### config.mk
export PLATFORM = sky130hd
export DESIGN_NAME = mrdc_frame
export DESIGN_NICKNAME = d
export VERILOG_FILES = /design/src/design/mrdc_pkg.sv /design/src/design/mrdc_frame.sv
export SDC_FILE = /design/constraint.sdc
export NUM_CORES = 1
export LEC_CHECK = 0
export BUFFER_PORTS_ARGS = -buffer_cell sky130_fd_sc_hd__buf_2
export CORE_MARGIN = 4
export CORE_UTILIZATION = 40
export CTS_BUF_LIST = sky130_fd_sc_hd__clkbuf_8
export CTS_CLUSTER_DIAMETER = 60
export CTS_CLUSTER_SIZE = 40
export DETAILED_ROUTE_END_ITERATION = 10
export SYNTH_ARGS = -nofsm -noshare
export SYNTH_HDL_FRONTEND = slang
export SYNTH_SLANG_ARGS = --single-unit
### constraint.sdc
create_clock -name i_clk -period 3.3 [get_ports i_clk]
set_clock_uncertainty 0.1 [all_clocks]
set_input_delay 0 -clock i_clk [delete_from_list [all_inputs] [get_ports i_clk]]
set_output_delay 0 -clock i_clk [all_outputs]
set_load 0.02 [all_outputs]
### src/design/mrdc_pkg.sv
// ----------------------------------------------------------------------------
// mrdc_pkg
// Shared types, constants and the CRC-16 byte update for the Modbus RTU
// digital I/O response checker.
// ----------------------------------------------------------------------------
package mrdc_pkg;

    localparam int unsigned IDX_W = 5;

    localparam logic [15:0] CRC_POLY       = 16'hA001;
    localparam logic [15:0] CRC_INIT       = 16'hFFFF;
    localparam logic [7:0]  DEV_ADDR_RESET = 8'd1;
    localparam logic [7:0]  FUNC_READ      = 8'd1;
    localparam logic [7:0]  FUNC_WRITE     = 8'd15;
    localparam logic [7:0]  READ_COUNT     = 8'd12;
    localparam logic [7:0]  ECHO_LAST      = 8'd31;
    localparam logic [7:0]  ECHO_ZERO      = 8'd0;

    localparam logic [IDX_W-1:0] READ_LEN   = 5'd17;
    localparam logic [IDX_W-1:0] WRITE_LEN  = 5'd8;
    localparam logic [IDX_W-1:0] IDX_ADDR   = 5'd0;
    localparam logic [IDX_W-1:0] IDX_FUNC   = 5'd1;
    localparam logic [IDX_W-1:0] IDX_COUNT  = 5'd2;
    localparam logic [IDX_W-1:0] IDX_ECHO_L = 5'd5;

    typedef enum logic [2:0] {
        ST_READ_OK  = 3'd0,
        ST_WRITE_OK = 3'd1,
        ST_ADDR     = 3'd2,
        ST_FUNC     = 3'd3,
        ST_COUNT    = 3'd4,
        ST_ECHO     = 3'd5,
        ST_CRC      = 3'd6
    } t_status;

    typedef struct packed {
        logic        valid;
        t_status     status;
        logic [31:0] output_bits;
        logic [31:0] input_bits;
    } t_step_res;

    // Reflected CRC-16, one byte: eight shift-xor steps.
    function automatic logic [15:0] crc_byte(input logic [15:0] c_in, input logic [7:0] b);
        logic [15:0] c;
        c = c_in ^ {8'd0, b};
        for (int k = 0; k < 8; k++) begin
            if (c[0]) begin
                c = (c >> 1) ^ CRC_POLY;
            end else begin
                c = c >> 1;
            end
        end
        return c;
    endfunction

endpackage

### src/design/mrdc_frame.sv
// ----------------------------------------------------------------------------
// mrdc_frame
// Frame state and per-byte checking: address, function, byte count or echo,
// data capture and running CRC. The result for the presented byte is formed
// combinationally; state advances on i_step.
// ----------------------------------------------------------------------------
module mrdc_frame (
    input  logic                 i_clk,
    input  logic                 i_rst_n,
    input  logic                 i_cfg_wr_en,
    input  logic [7:0]           i_cfg_wr_data,
    input  logic                 i_byte_valid,
    input  logic [7:0]           i_byte,
    input  logic                 i_start,
    input  logic                 i_step,
    output mrdc_pkg::t_step_res  o_res
);

    logic [7:0]                 r_dev_addr;
    logic [mrdc_pkg::IDX_W-1:0] r_idx,  n_idx,  e_idx;
    logic [15:0]                r_crc,  n_crc,  e_crc;
    logic                       r_kind, n_kind, e_kind;
    logic [7:0]                 r_low,  n_low,  e_low;
    logic [31:0]                r_coil, n_coil, e_coil;
    logic [31:0]                r_inw,  n_inw,  e_inw;
    logic                       r_ign,  n_ign,  e_ign;

    logic [mrdc_pkg::IDX_W-1:0] len;
    logic [15:0]                got;
    logic [7:0]                 want;
    logic                       fin;
    logic                       crc_upd;

    always_ff @(posedge i_clk) begin
        if (!i_rst_n) begin
            r_dev_addr <= mrdc_pkg::DEV_ADDR_RESET;
        end else if (i_cfg_wr_en) begin
            r_dev_addr <= i_cfg_wr_data;
        end
    end

    always_ff @(posedge i_clk) begin
        if (!i_rst_n) begin
            r_idx  <= '0;
            r_crc  <= mrdc_pkg::CRC_INIT;
            r_kind <= 1'b0;
            r_low  <= '0;
            r_coil <= '0;
            r_inw  <= '0;
            r_ign  <= 1'b1;
        end else if (i_step) begin
            r_idx  <= n_idx;
            r_crc  <= n_crc;
            r_kind <= n_kind;
            r_low  <= n_low;
            r_coil <= n_coil;
            r_inw  <= n_inw;
            r_ign  <= n_ign;
        end
    end

    always_comb begin
        // A first byte restarts the frame before it is checked.
        if (i_start) begin
            e_idx  = '0;
            e_crc  = mrdc_pkg::CRC_INIT;
            e_kind = 1'b0;
            e_low  = '0;
            e_coil = '0;
            e_inw  = '0;
            e_ign  = 1'b0;
        end else begin
            e_idx  = r_idx;
            e_crc  = r_crc;
            e_kind = r_kind;
            e_low  = r_low;
            e_coil = r_coil;
            e_inw  = r_inw;
            e_ign  = r_ign;
        end

        n_idx  = e_idx;
        n_crc  = e_crc;
        n_kind = e_kind;
        n_low  = e_low;
        n_coil = e_coil;
        n_inw  = e_inw;
        n_ign  = e_ign;

        len     = e_kind ? mrdc_pkg::WRITE_LEN : mrdc_pkg::READ_LEN;
        got     = {i_byte, e_low};
        want    = (e_idx == mrdc_pkg::IDX_ECHO_L) ? mrdc_pkg::ECHO_LAST : mrdc_pkg::ECHO_ZERO;
        fin     = 1'b0;
        crc_upd = 1'b1;

        o_res.valid       = 1'b0;
        o_res.status      = mrdc_pkg::ST_READ_OK;
        o_res.output_bits = '0;
        o_res.input_bits  = '0;

        if (!e_ign) begin
            if (e_idx == mrdc_pkg::IDX_ADDR) begin
                if (i_byte != r_dev_addr) begin
                    fin          = 1'b1;
                    o_res.status = mrdc_pkg::ST_ADDR;
                end
            end else if (e_idx == mrdc_pkg::IDX_FUNC) begin
                if (i_byte == mrdc_pkg::FUNC_READ) begin
                    n_kind = 1'b0;
                end else if (i_byte == mrdc_pkg::FUNC_WRITE) begin
                    n_kind = 1'b1;
                end else begin
                    fin          = 1'b1;
                    o_res.status = mrdc_pkg::ST_FUNC;
                end
            end else if (e_idx == len - 5'd2) begin
                n_low   = i_byte;
                crc_upd = 1'b0;
            end else if (e_idx >= len - 5'd1) begin
                fin = 1'b1;
                if (got != e_crc) begin
                    o_res.status = mrdc_pkg::ST_CRC;
                end else if (e_kind) begin
                    o_res.status = mrdc_pkg::ST_WRITE_OK;
                end else begin
                    o_res.status      = mrdc_pkg::ST_READ_OK;
                    o_res.output_bits = e_coil;
                    o_res.input_bits  = e_inw;
                end
            end else if (e_kind) begin
                if (i_byte != want) begin
                    fin          = 1'b1;
                    o_res.status = mrdc_pkg::ST_ECHO;
                end
            end else begin
                if (e_idx == mrdc_pkg::IDX_COUNT && i_byte != mrdc_pkg::READ_COUNT) begin
                    fin          = 1'b1;
                    o_res.status = mrdc_pkg::ST_COUNT;
                end
                case (e_idx)
                    5'd3:    n_coil[7:0]   = e_coil[7:0]   | i_byte;
                    5'd4:    n_coil[15:8]  = e_coil[15:8]  | i_byte;
                    5'd5:    n_coil[23:16] = e_coil[23:16] | i_byte;
                    5'd6:    n_coil[31:24] = e_coil[31:24] | i_byte;
                    5'd9:    n_inw[7:0]    = e_inw[7:0]    | i_byte;
                    5'd10:   n_inw[15:8]   = e_inw[15:8]   | i_byte;
                    5'd11:   n_inw[23:16]  = e_inw[23:16]  | i_byte;
                    5'd12:   n_inw[31:24]  = e_inw[31:24]  | i_byte;
                    default: ;
                endcase
            end

            if (fin) begin
                n_ign = 1'b1;
            end else begin
                if (crc_upd) begin
                    n_crc = mrdc_pkg::crc_byte(e_crc, i_byte);
                end
                n_idx = e_idx + 5'd1;
            end
            o_res.valid = fin & i_byte_valid;
        end
    end

endmodule

* Word level (Yosys, flattened, before mapping) *
Index checks and enable logic that the tools add are counted.

word-level totals
  flip-flop bits (word level) = 103
  bits in latches = 0
  bits in writable memories = 0
  memory bits (read-only) = 0
  input bits = 22
  output and inout bits = 68
  memories kept = 0

cells by class
  $add $sub $neg = 3
  multiply operators = 0
  divide/modulo/power cells = 0
  magnitude comparators = 1
  equality and inequality tests = 17
  shift operators = 0
  multiplexer cells = 107
  bitwise gates (word level) = 18
  reductions and logical operators = 2

operator list
  kind                                                                     count
  16-bit two-way mux                                                       33
  32-bit two-way mux                                                       14
  64-bit two-way mux                                                       5
  8-bit two-way mux                                                        13
  68-bit two-way mux                                                       1
  67-bit two-way mux                                                       1
  8-bit OR                                                                 8
  1-bit two-way mux                                                        25
  5-bit two-way mux                                                        5
  2-bit inverter with 3-bit output                                         8
  3-bit two-way mux                                                        7
  5-bit by 4-bit == test with 1-bit output, second input constant          4
  16-bit inequality test                                                   1
  16-bit by 8-bit XOR with 16-bit output                                   1
  5-bit by 3-bit == test with 1-bit output, second input constant          3
  5-bit by 2-bit == test with 1-bit output, second input constant          2
  8-bit by 1-bit == test with 1-bit output, second input constant          1
  8-bit by 4-bit == test with 1-bit output, second input constant          1
  8-bit by 4-bit inequality test with 1-bit output, second input constant  1
  8-bit by 5-bit inequality test with 1-bit output                         1
  8-bit inequality test                                                    1
  2-bit two-way mux                                                        3
  5-bit by 1-bit adder with 5-bit output, second input constant            1
  5-bit by 1-bit == test with 1-bit output, second input constant          1
  7 further kinds                                                          7

* Longest topological paths before layout *
Gate-level depths: netlist of run 1.

  depth after elaboration = 48
  mapped depth = 15
  mapped depth without buffers = 11

* Least setup slack after synthesis of run 1 *
No wires, ideal clock.

  kind = input -> output
  start point = in i_start
  end point = out o_res[65] (netlist bit)
  data arrival time = 2954 ps
  required time = 3200 ps
  setup slack = 246 ps
  stages on the path = 12
  buffers on the path = 3
  cells stage by stage = buf_2 -> buf_2 -> buf_1 -> nor2b_1 -> inv_1 -> ha_1 -> nor2b_1 -> o41ai_1 -> a32o_1 -> and2_1 -> o21bai_1 -> a2111oi_0

RTL lines
  what                RTL line          source
  start: declaration  mrdc_frame.sv:14  input logic i_start,
  end: declaration    mrdc_frame.sv:16  output mrdc_pkg::t_step_res o_res

==> results of run 1 <==
layout by cell type (no fill, tap or decap), types with 3 or more instances in the layout:
cell | netlist | routed
nand3_1 | 12 | 12
and3_1 | 5 | 5
a21oi_1 | 79 | 78
o21a_1 | 3 | 3
inv_6 | 0 | 3
nor4_1 | 6 | 6
nand2_1 | 35 | 34
and2_1 | 66 | 66
clkbuf_8 | 0 | 9
ha_1 | 3 | 3
nand4_1 | 4 | 4
o211ai_1 | 3 | 3
xnor2_1 | 31 | 31
a31oi_1 | 4 | 4
a21o_1 | 4 | 4
inv_2 | 2 | 3
xor2_1 | 16 | 16
o21ai_0 | 9 | 9
dlygate4sd3_1 | 0 | 25
dfxtp_1 | 103 | 103
o21ai_1 | 5 | 5
mux2i_1 | 9 | 9
nor2_1 | 177 | 177
buf_4 | 0 | 14
nor3_1 | 13 | 13
buf_2 | 15 | 89
or3_1 | 7 | 7
inv_1 | 11 | 11
o22ai_1 | 3 | 3
nor2b_1 | 6 | 6
a22oi_1 | 8 | 8
nand2b_1 | 6 | 6
sequential cells by signal (all words and copies together), names as in the netlist:
register    flops
r_kind          1
r_ign           1
r_coil         32
r_idx           5
r_low           8
r_dev_addr      8
r_crc          16
r_inw          32
layout make-up:
class	count	area, sq um	area share, %
clock buffer	9	124	1.91
clock inverter	7	53.8	0.830
inverter	13	48.8	0.753
multi-input combinational	552	3150	48.6
sequential	103	2060	31.8
tap	176	220	3.40
timing repair buffer	129	821	12.7
power by group:
group	internal, uW	total, uW	leakage [uW]	switching [uW]
clock network	285	778	0.0000937	493
logic	97.4	250	0.00169	153
registers	1250	1260	0.000832	5.94
total	1630	2280	0.00261	652
worst max path at each step:
stage                      end  slack, ns
floorplan            o_res[65]       0.25
global placement    r_coil[20]       0.11
detailed placement  r_coil[20]       0.25
CTS                  o_res[65]      0.004
global route         o_res[47]      0.003
finish               o_res[56]       0.15
cell families (layout without fill, tap and decap cells):
logic type / Yosys count / after routing / share of synthesized area [%]
and+or+nand+nor: 351 / 351 / 31.0
AOI/OAI and AO/OA: 140 / 140 / 15.8
DFF: 103 / 103 / 37.8
buffers and inverters: 64 / 158 / 4.89
xor gates and xnor gates: 48 / 48 / 7.96
muxes: 9 / 9 / 1.65
adders and majority gates: 4 / 4 / 0.872
stage by stage:
step | cell area (sq um) | power (uW)
2_1_floorplan | 5460 | 1440
3_3_place_gp | 6040 | 1500
3_5_place_dp | 6040 | 1500
4_1_cts | 6470 | 2300
5_1_grt | 6480 | 2380
6_report | 6480 | 2280
critical path, cell delays in order, from the launching register on:
cell	delay (ns)
dfxtp_1	0.36
nor2b_1	0.15
buf_4	0.16
ha_1	0.25
o21ai_1	0.29
inv_1	0.16
or3_1	0.43
nor4_4	0.22
buf_12	0.25
and2_1	0.19
buf_2	0.17
cells in the mapped netlist (8+ instances only):
cell	n
a22oi_1	8
buf_2	15
nand2_1	35
xnor2_1	31
nor3_1	13
clkbuf_1	31
mux2i_1	9
o21ai_0	9
xor2_1	16
dfxtp_1	103
inv_1	11
nand3_1	12
a21oi_1	79
nor2_1	177
and2_1	66
per-layer routing:
layer  track usage, %  part of all wire [%]  routed length [um]  up-vias
met5                0                     0                   0        -
met4             8.06                   2.4                 388        0
met3             3.56                   5.1                 832       37
met2             32.3                    45                7390      178
met1             28.3                    47                7650     2485
li1                 -                     -                   -     2583
repair_timing:
action / CTS / global route
setup endpoints to repair: 1 / 81
gates cloned: 0 / 0
hold buffers: 25 / 0
resized for setup: 1 / 4
hold endpoints to repair: 27 / 0
==> results.tsv, run 1 <==
metric	value	unit
outcome	finished, final reports clean	
period_share	95.5	%
worst_pin_slew	0.699	ns
pre_cts_ws	0.250	ns
dp_hpwl	11000	um
nNetsFinal	833	
gp_congestion	0.929	
grtUsageTotal	20.7	%
core_area	13300	sq um
finalMaxSlewViolations	0	
fin_hold_ws	0.0351	ns
fin_crit	3.15	ns
grt_pass1_wl	26500	um
filler_cell_count	1339	
pin_count	90	
whs_endpoint	r_low[3]	
instances_no_fill	989	
required	3.20	ns
die_h	125	um
cts_setup_buffers	0	
tritoncts	yes	
via_per_inst	5.34	
diodes	0	
ys.warnings.count	0	
critical_path_class	flop to output pin	
wirelength	16300	um
numPortBuffers	89	
antenna_found_initial	0	
hold_class	input pin to flop	
area_delta_synth_final	18.8	%
clock-sinks	103	
arrival	3.05	ns
postRouteAntennaNets	0	
r2r_cells	11	
critPathLaunch	r_idx[0]	
synth_cell_types	60	
synthFlopType	dfxtp_1	
setup_tns	0	ns
holdPathStages	3	
cts.reportedPaths.clkPinSlew	0.10	ns
synth_top_area_cell	dfxtp_1	
yosysTopAreaCellShare	37.8	%
placed_cells	948	
die_w	125	um
setup_ws	0.148	ns
die_area	15600	sq um
maxCapViolCount	0	
synth.area.top_cells	dfxtp_1, nor2_1, and2_1, a21oi_1, xnor2_1	
clk_latency	0.39	ns
yosysSeqAreaShare	37.8	%
relSlewSlack	53.4	%
root_buffer	clkbuf_8	
cp-end-kind	output pin	
rrSetupSlack	0.25	ns
cp_max_fo	64	
worstHoldStart	i_byte[3]	
dr.pass1.iters	5	
avgSynthCellArea	7.59	sq um
post_drt_wl_per_cell	16.4	um
clockBufferDepth	2	
grt_pass1_vias	5073	
numCtsBuffers	9	
critPathLaunchType	flop	
num_rows	42	
power.density	352	nW/um^2
synth_seq_cells	103	
async_reset_ff_share	0	%
peakVddDrop	0.217	mV
rsz0062_at_grt	false	
layout-drive-gt1-share	17.0	%
final_util	48.7	%
setup_viol	0	
start_util	41.0	%
reg2reg_from	r_idx[0]	
route.detailed.drc	0	
dr_total_vias	5283	
syn-num-nets	744	
synth-edff-count	0	
first_iter_violations	566	
overflow	0	
leakage	0.00261	uW
netlist_area	5460	sq um
syn_inst	719	
r2r_end	r_crc[4]	
clock.fmax	0.317	GHz
grt_max_degree	67	
hold_viol	0	
h-tree-depth	3	
Power figures use the tool's default switching activity.
==> run 2, diff against run 1 <==
ABC_AREA = 1   (was not set)
REMOVE_ABC_BUFFERS = 1   (was not set)
==> run 2 against run 1 <==
Effect of this change: first-iteration DRC count is 9.4% lower; global-route usage is 0.30 points lower; total power is 14% higher; combinational power is 54% higher; worst setup slack better by 0.22 ns; register-to-register slack better by 0.19 ns; synthesized area is 13% higher.
==> results.tsv, run 2 <==
metric	value	unit	change
outcome	finished, final reports clean		
diodes	0		unchanged
area_delta_synth_final	16.6	%	
grt_pass1_vias	5783		+14%
clockBufferDepth	2		unchanged
die_h	132	um	+5.8%
die_area	17400	sq um	+12%
synth_common_cells	nand2_1, nor2_1, dfxtp_1		
reg2reg_from	r_idx[0]		
relSlewSlack	34.2	%	-19 points
whs_endpoint	r_inw[22]		
yosysSeqAreaShare	33.5	%	-4.3 points
synthFlopType	dfxtp_1		
instances_no_fill	1236		+25%
dp_hpwl	11900	um	+8.2%
cp_max_fo	64		unchanged
holdPathStages	4		+1
mostFrequentLayoutCell	nand2_1		
worstHoldStart	i_rst_n		
ys.warnings.count	0		unchanged
period_share	88.8	%	-6.7 points
power.density	363	nW/um^2	+3.1%
rrSetupSlack	0.44	ns	+0.19 ns
synth_top_area_cell	dfxtp_1		
netlist_area	6150	sq um	+13%
required	3.20	ns	about the same
first_iter_violations	513		-9.4%
clock.fmax	0.341	GHz	+7.5%
cp-end-kind	output pin		
grt_pass1_wl	29100	um	+9.8%
antenna_found_initial	0		unchanged
critPathLaunchType	flop		
arrival	2.83	ns	-0.22 ns
wirelength	17800	um	+9.5%
postRouteAntennaNets	0		unchanged
core_area	15100	sq um	+14%
synth_seq_cells	103		unchanged
yosysTopAreaCellShare	33.5	%	-4.3 points
overflow	0		unchanged
synth_cell_types	34		-43%
syn_inst	956		+33%
setup_tns	0	ns	unchanged
synth.area.top_cells	dfxtp_1, nand2_1, a21oi_1, nor2_1, o21ai_0		
r2r_cells	15		+4
via_per_inst	5.10		-4.6%
route.detailed.drc	0		unchanged
rsz0062_at_grt	false		
grt_max_degree	73		+9.0%
start_util	40.6	%	-0.41 points
placed_cells	1190		+26%
cts_setup_buffers	0		unchanged
num_rows	45		+7.1%
synth-edff-count	0		unchanged
post_drt_wl_per_cell	14.4	um	-12%
critical_path_class	flop to output pin		
async_reset_ff_share	0	%	unchanged
reg_top3	r_coil: 32 flops, r_inw: 32 flops, r_crc: 16 flops		
grtUsageTotal	20.4	%	-0.30 points
hold_viol	0		unchanged
yosysMostFrequentCell	nand2_1		
pre_cts_ws	0.403	ns	+0.152 ns
tritoncts	yes		
dr.pass1.iters	5		unchanged
r2r_end	r_crc[15]		
root_buffer	clkbuf_8		
finalMaxSlewViolations	0		unchanged
power	2610	uW	+14%
clk_latency	0.40	ns	about the same
peakVddDrop	0.254	mV	+17%
layout-drive-gt1-share	16.4	%	-0.56 points
nNetsFinal	1068		+28%
final_cell_mix	nand2_1, nor2_1, dfxtp_1		
die_w	132	um	+5.8%
final_util	47.4	%	-1.4 points
dr_total_vias	6301		+19%
gp_congestion	0.949		+2.1%
leakage	0.00294	uW	+13%
clock-sinks	103		unchanged
setup_viol	0		unchanged
numCtsBuffers	9		unchanged
pin_count	90		unchanged
fin_crit	2.93	ns	-0.221 ns
avgSynthCellArea	6.44	sq um	-15%
numPortBuffers	89		unchanged
setup_ws	0.368	ns	+0.221 ns
hold_class	input pin to flop		
cts.reportedPaths.clkPinSlew	0.11	ns	about the same
maxCapViolCount	0		unchanged
h-tree-depth	3		unchanged
worst_pin_slew	0.987	ns	+0.288 ns
-- run 2: layout make-up --
cell class | instances | area, sq um
Timing Repair Buffer | 133 | 851
Inverter | 73 | 277
Clock inverter | 6 | 90.1
Multi-Input combinational cell | 723 | 3520
Sequential cell | 103 | 2060
Clock buffer | 10 | 138
Fill cell | 1612 | 7970
Tap cell | 188 | 235
-- run 2: routing by layer --
| metal | global-route usage (%) | vias up | wire [um] |
|---|---|---|---|
| met2 | 33.8 | 158 | 8330 |
| met5 | 0 | - | 0 |
| li1 | - | 3269 | - |
| met3 | 4.50 | 20 | 907 |
| met4 | 5.66 | 0 | 298 |
| met1 | 26.7 | 2854 | 8280 |
-- run 2: per-stage QoR --
stage / instance area [sq um] / hold WS, ns
after floorplan: 5850 / -0.0159
after global placement: 6630 / 0.120
after detailed placement: 6630 / 0.118
after CTS: 7160 / 0.0215
after global routing: 7180 / 0.0453
final: 7180 / 0.0437
-- run 2: logic make-up after synthesis --
family / share of synthesized area, %
XOR/XNOR: 4.41
AND/OR/NAND/NOR: 36.3
adder cells (fa/ha/maj): 0.610
flip-flops: 33.5
AO/OA/AOI/OAI: 15.7
buffers and inverters: 9.44
-- run 2: timing repair --
action                     in CTS  in global routing
hold buffers                   30                  0
hold endpoints to repair       16                  0
resized for setup               0                  2
setup endpoints to repair       0                  1
-- run 2: power by group --
part,total (uW),switching (uW),internal (uW)
clock,920,466,454
combinational,384,252,131
sequential,1300,22.7,1280
-- run 2: how the worst max path moves through the flow --
| stage | startpoint | endpoint | cells after the start |
|---|---|---|---|
| 3_3_place_gp | i_start | r_crc[2] | 17 |
| 2_1_floorplan | r_kind | r_crc[14] | 15 |
| 5_1_grt | r_crc[1] | o_res[14] | 10 |
| 4_1_cts | r_crc[1] | o_res[14] | 10 |
| 6_report | r_crc[1] | o_res[14] | 10 |
| 3_5_place_dp | i_start | r_crc[15] | 17 |
-- run 2: worst max-delay path, cell delays in order, from the launching register on --
cell and delay, ns:
dfxtp_1 0.32, nor2_1 0.33, xor2_1 0.12, inv_1 0.07, nand4_1 0.08, nor4_1 0.23, nand2_1 0.19, a21oi_2 0.29
nand2_8 0.31, nor2_1 0.29, buf_2 0.21
==> run 3, diff against run 2 <==
CORE_ASPECT_RATIO = 1.75   (was not set)
==> run 3 against run 2 <==
Effect of this change: critical path depth grew 2; highest routed layer unchanged; sequential power is essentially flat; wire length grew 4.5%; critical endpoint is now o_res[48]; die area grew 0.45%; largest power group unchanged.
==> results.tsv, run 3 (synthesized netlist as in run 2, its figures left out) <==
metric	value	unit	change
instances_no_fill	1227		-0.73%
setup_ws	0.501	ns	+0.133 ns
fin_crit	2.80	ns	-0.133 ns
root_buffer	clkbuf_8		
power.switching	758	uW	+2.3%
crit_slowest_cell	dfxtp_1		
clock_power_share	33.2	%	-2.1 points
worst_pin_slew	1.01	ns	+0.0183 ns
core_area	15000	sq um	-1.1%
finalMaxSlewViolations	0		unchanged
nNetsFinal	1064		-0.37%
postRouteAntennaNets	0		unchanged
crit_buf_inv	4		+2
clock-sinks	103		unchanged
power.density	356	nW/um^2	-2.0%
first_iter_violations	344		-33%
die_h	172	um	+30%
post_drt_wl_per_cell	15.2	um	+5.3%
period_share	84.8	%	-4.0 points
via_per_inst	5.22		+2.4%
cts_setup_buffers	0		unchanged
grt_pass1_vias	5881		+1.7%
h-tree-depth	3		unchanged
num_rows	59		+31%
cts.reportedPaths.clkPinSlew	0.11	ns	about the same
numCtsBuffers	9		unchanged
setup_tns	0	ns	unchanged
pin_count	90		unchanged
die_area	17500	sq um	+0.45%
gp_congestion	0.944		-0.59%
setup_viol	0		unchanged
placed_cells	1186		-0.34%
crit_chain	nand2_1 -> inv_1 -> ha_1 -> nand2_1 -> nor2_2 -> nor2_1 -> inv_1 -> nor3_1 -> nand2_4 -> buf_12 -> nor2_1 -> buf_2		
p_comb_share	15.2	%	+0.5 points
grtUsageTotal	21.5	%	+1.1 points
seqPwrFrac	51.6	%	+1.6 points
critPathLaunchType	flop		
filler_cell_count	1647		+2.2%
swShare	30.0	%	+1.5 points
critPathMaxStageDelay	0.32	ns	about the same
intPower	1770	uW	-5.1%
die_w	102	um	-23%
cp-end-kind	output pin		
area_delta_synth_final	15.5	%	
path_delay_family	simple AND/OR/NAND/NOR gates		
reg_top3	r_coil: 32 flops, r_inw: 32 flops, r_crc: 16 flops		
grt_max_degree	76		+4.1%
mostFrequentLayoutCell	nand2_1		
pre_cts_ws	0.599	ns	+0.197 ns
multi_input_area	3510	sq um	-0.39%
regArea	2060	sq um	unchanged
maxCapViolCount	0		unchanged
numPortBuffers	89		unchanged
dr_total_vias	6404		+1.6%
required	3.20	ns	about the same
overflow	0		unchanged
clock.fmax	0.357	GHz	+4.7%
diodes	0		unchanged
cts_resized	0		unchanged
start_util	41.1	%	+0.43 points
leakage	0.00292	uW	-0.61%
critical_path_class	flop to output pin		
hold_viol	0		unchanged
arrival	2.70	ns	-0.13 ns
rsz0062_at_grt	false		
peakVddDrop	0.169	mV	-33%
fin_hold_ws	0.0253	ns	-0.0185 ns
cp_max_fo	33		-48%
outcome	finished, final reports clean		
wirelength	18600	um	+4.5%
antenna_found_initial	0		unchanged
tritoncts	yes		
route.detailed.drc	0		unchanged
clockBufferDepth	2		unchanged
grt_pass1_wl	29800	um	+2.2%
relSlewSlack	32.5	%	-1.7 points
layout-drive-gt1-share	16.5	%	+0.063 points
hold_class	input pin to flop		
postCtsHoldBufs	25		-17%
final_cell_mix	nand2_1, nor2_1, dfxtp_1		
clk_latency	0.38	ns	-0.02 ns
dr.pass1.iters	4		-1
dp_hpwl	13000	um	+9.1%
==> run 3: cell count changes in the layout (fill, tap and decap cells not counted) <==
| cell | before | now |
|---|---|---|
| nand2_4 | 2 | 3 |
| nor3_1 | 9 | 10 |
| dlygate4sd3_1 | 30 | 25 |
| inv_6 | 3 | 0 |
| clkinv_4 | 0 | 2 |
| buf_12 | 0 | 1 |
| clkbuf_8 | 10 | 9 |
| bufinv_16 | 2 | 1 |
| nand2_8 | 1 | 0 |
| nor3_2 | 1 | 0 |
| clkinvlp_4 | 0 | 1 |
| inv_8 | 0 | 2 |
==> run 3: cell type report <==
| class | instances | area share [%] |
|---|---|---|
| Clock buffer | 9 | 1.74 |
| Clock inverter | 7 | 1.14 |
| Inverter | 73 | 3.89 |
| Multi-Input combinational cell | 723 | 49.4 |
| Sequential cell | 103 | 29.0 |
| Tap cell | 183 | 3.22 |
| Timing Repair Buffer | 129 | 11.6 |
==> run 3: power by group through the flow <==
stage          combinational [uW]  sequential (uW)  clock, uW
2_1_floorplan                 220             1330          0
3_3_place_gp                  356             1330          0
3_5_place_dp                  358             1330          0
4_1_cts                       383             1300        864
5_1_grt                       429             1310        906
6_report                      384             1310        840
==> run 3: final timing paths <==
path,start,endpoint,cells after the start,slack [ns]
max reg2reg,r_kind,r_crc[7],16,0.66
min reg2reg,r_coil[22],r_coil[22],2,0.37
max,r_idx[0],o_res[48],12,0.50
min,i_byte[1],r_low[1],3,0.03
==> run 3: layer usage <==
metal / part of all wire (%) / global-route usage [%]
met1: 40 / 25.2
met2: 53 / 39.6
met4: 2.6 / 7.52
met5: 0 / 0
met3: 4.2 / 2.58
==> run 3: worst reg2reg max path, delay by kind of cell (launching register included) <==
family | cells | cell delay (ns)
simple gates | 10 | 1.04
buf+inv | 5 | 0.75
flops | 1 | 0.37
fa+ha+maj | 1 | 0.30
==> run 3: metrics by stage <==
stage | power [uW] | utilization [%] | instance area [sq um]
final | 2530 | 47.4 | 7100
after detailed placement | 1690 | 44.4 | 6650
after global routing | 2640 | 47.4 | 7100
after global placement | 1690 | 44.4 | 6650
after CTS | 2550 | 47.4 | 7100
after floorplan | 1550 | - | 5850
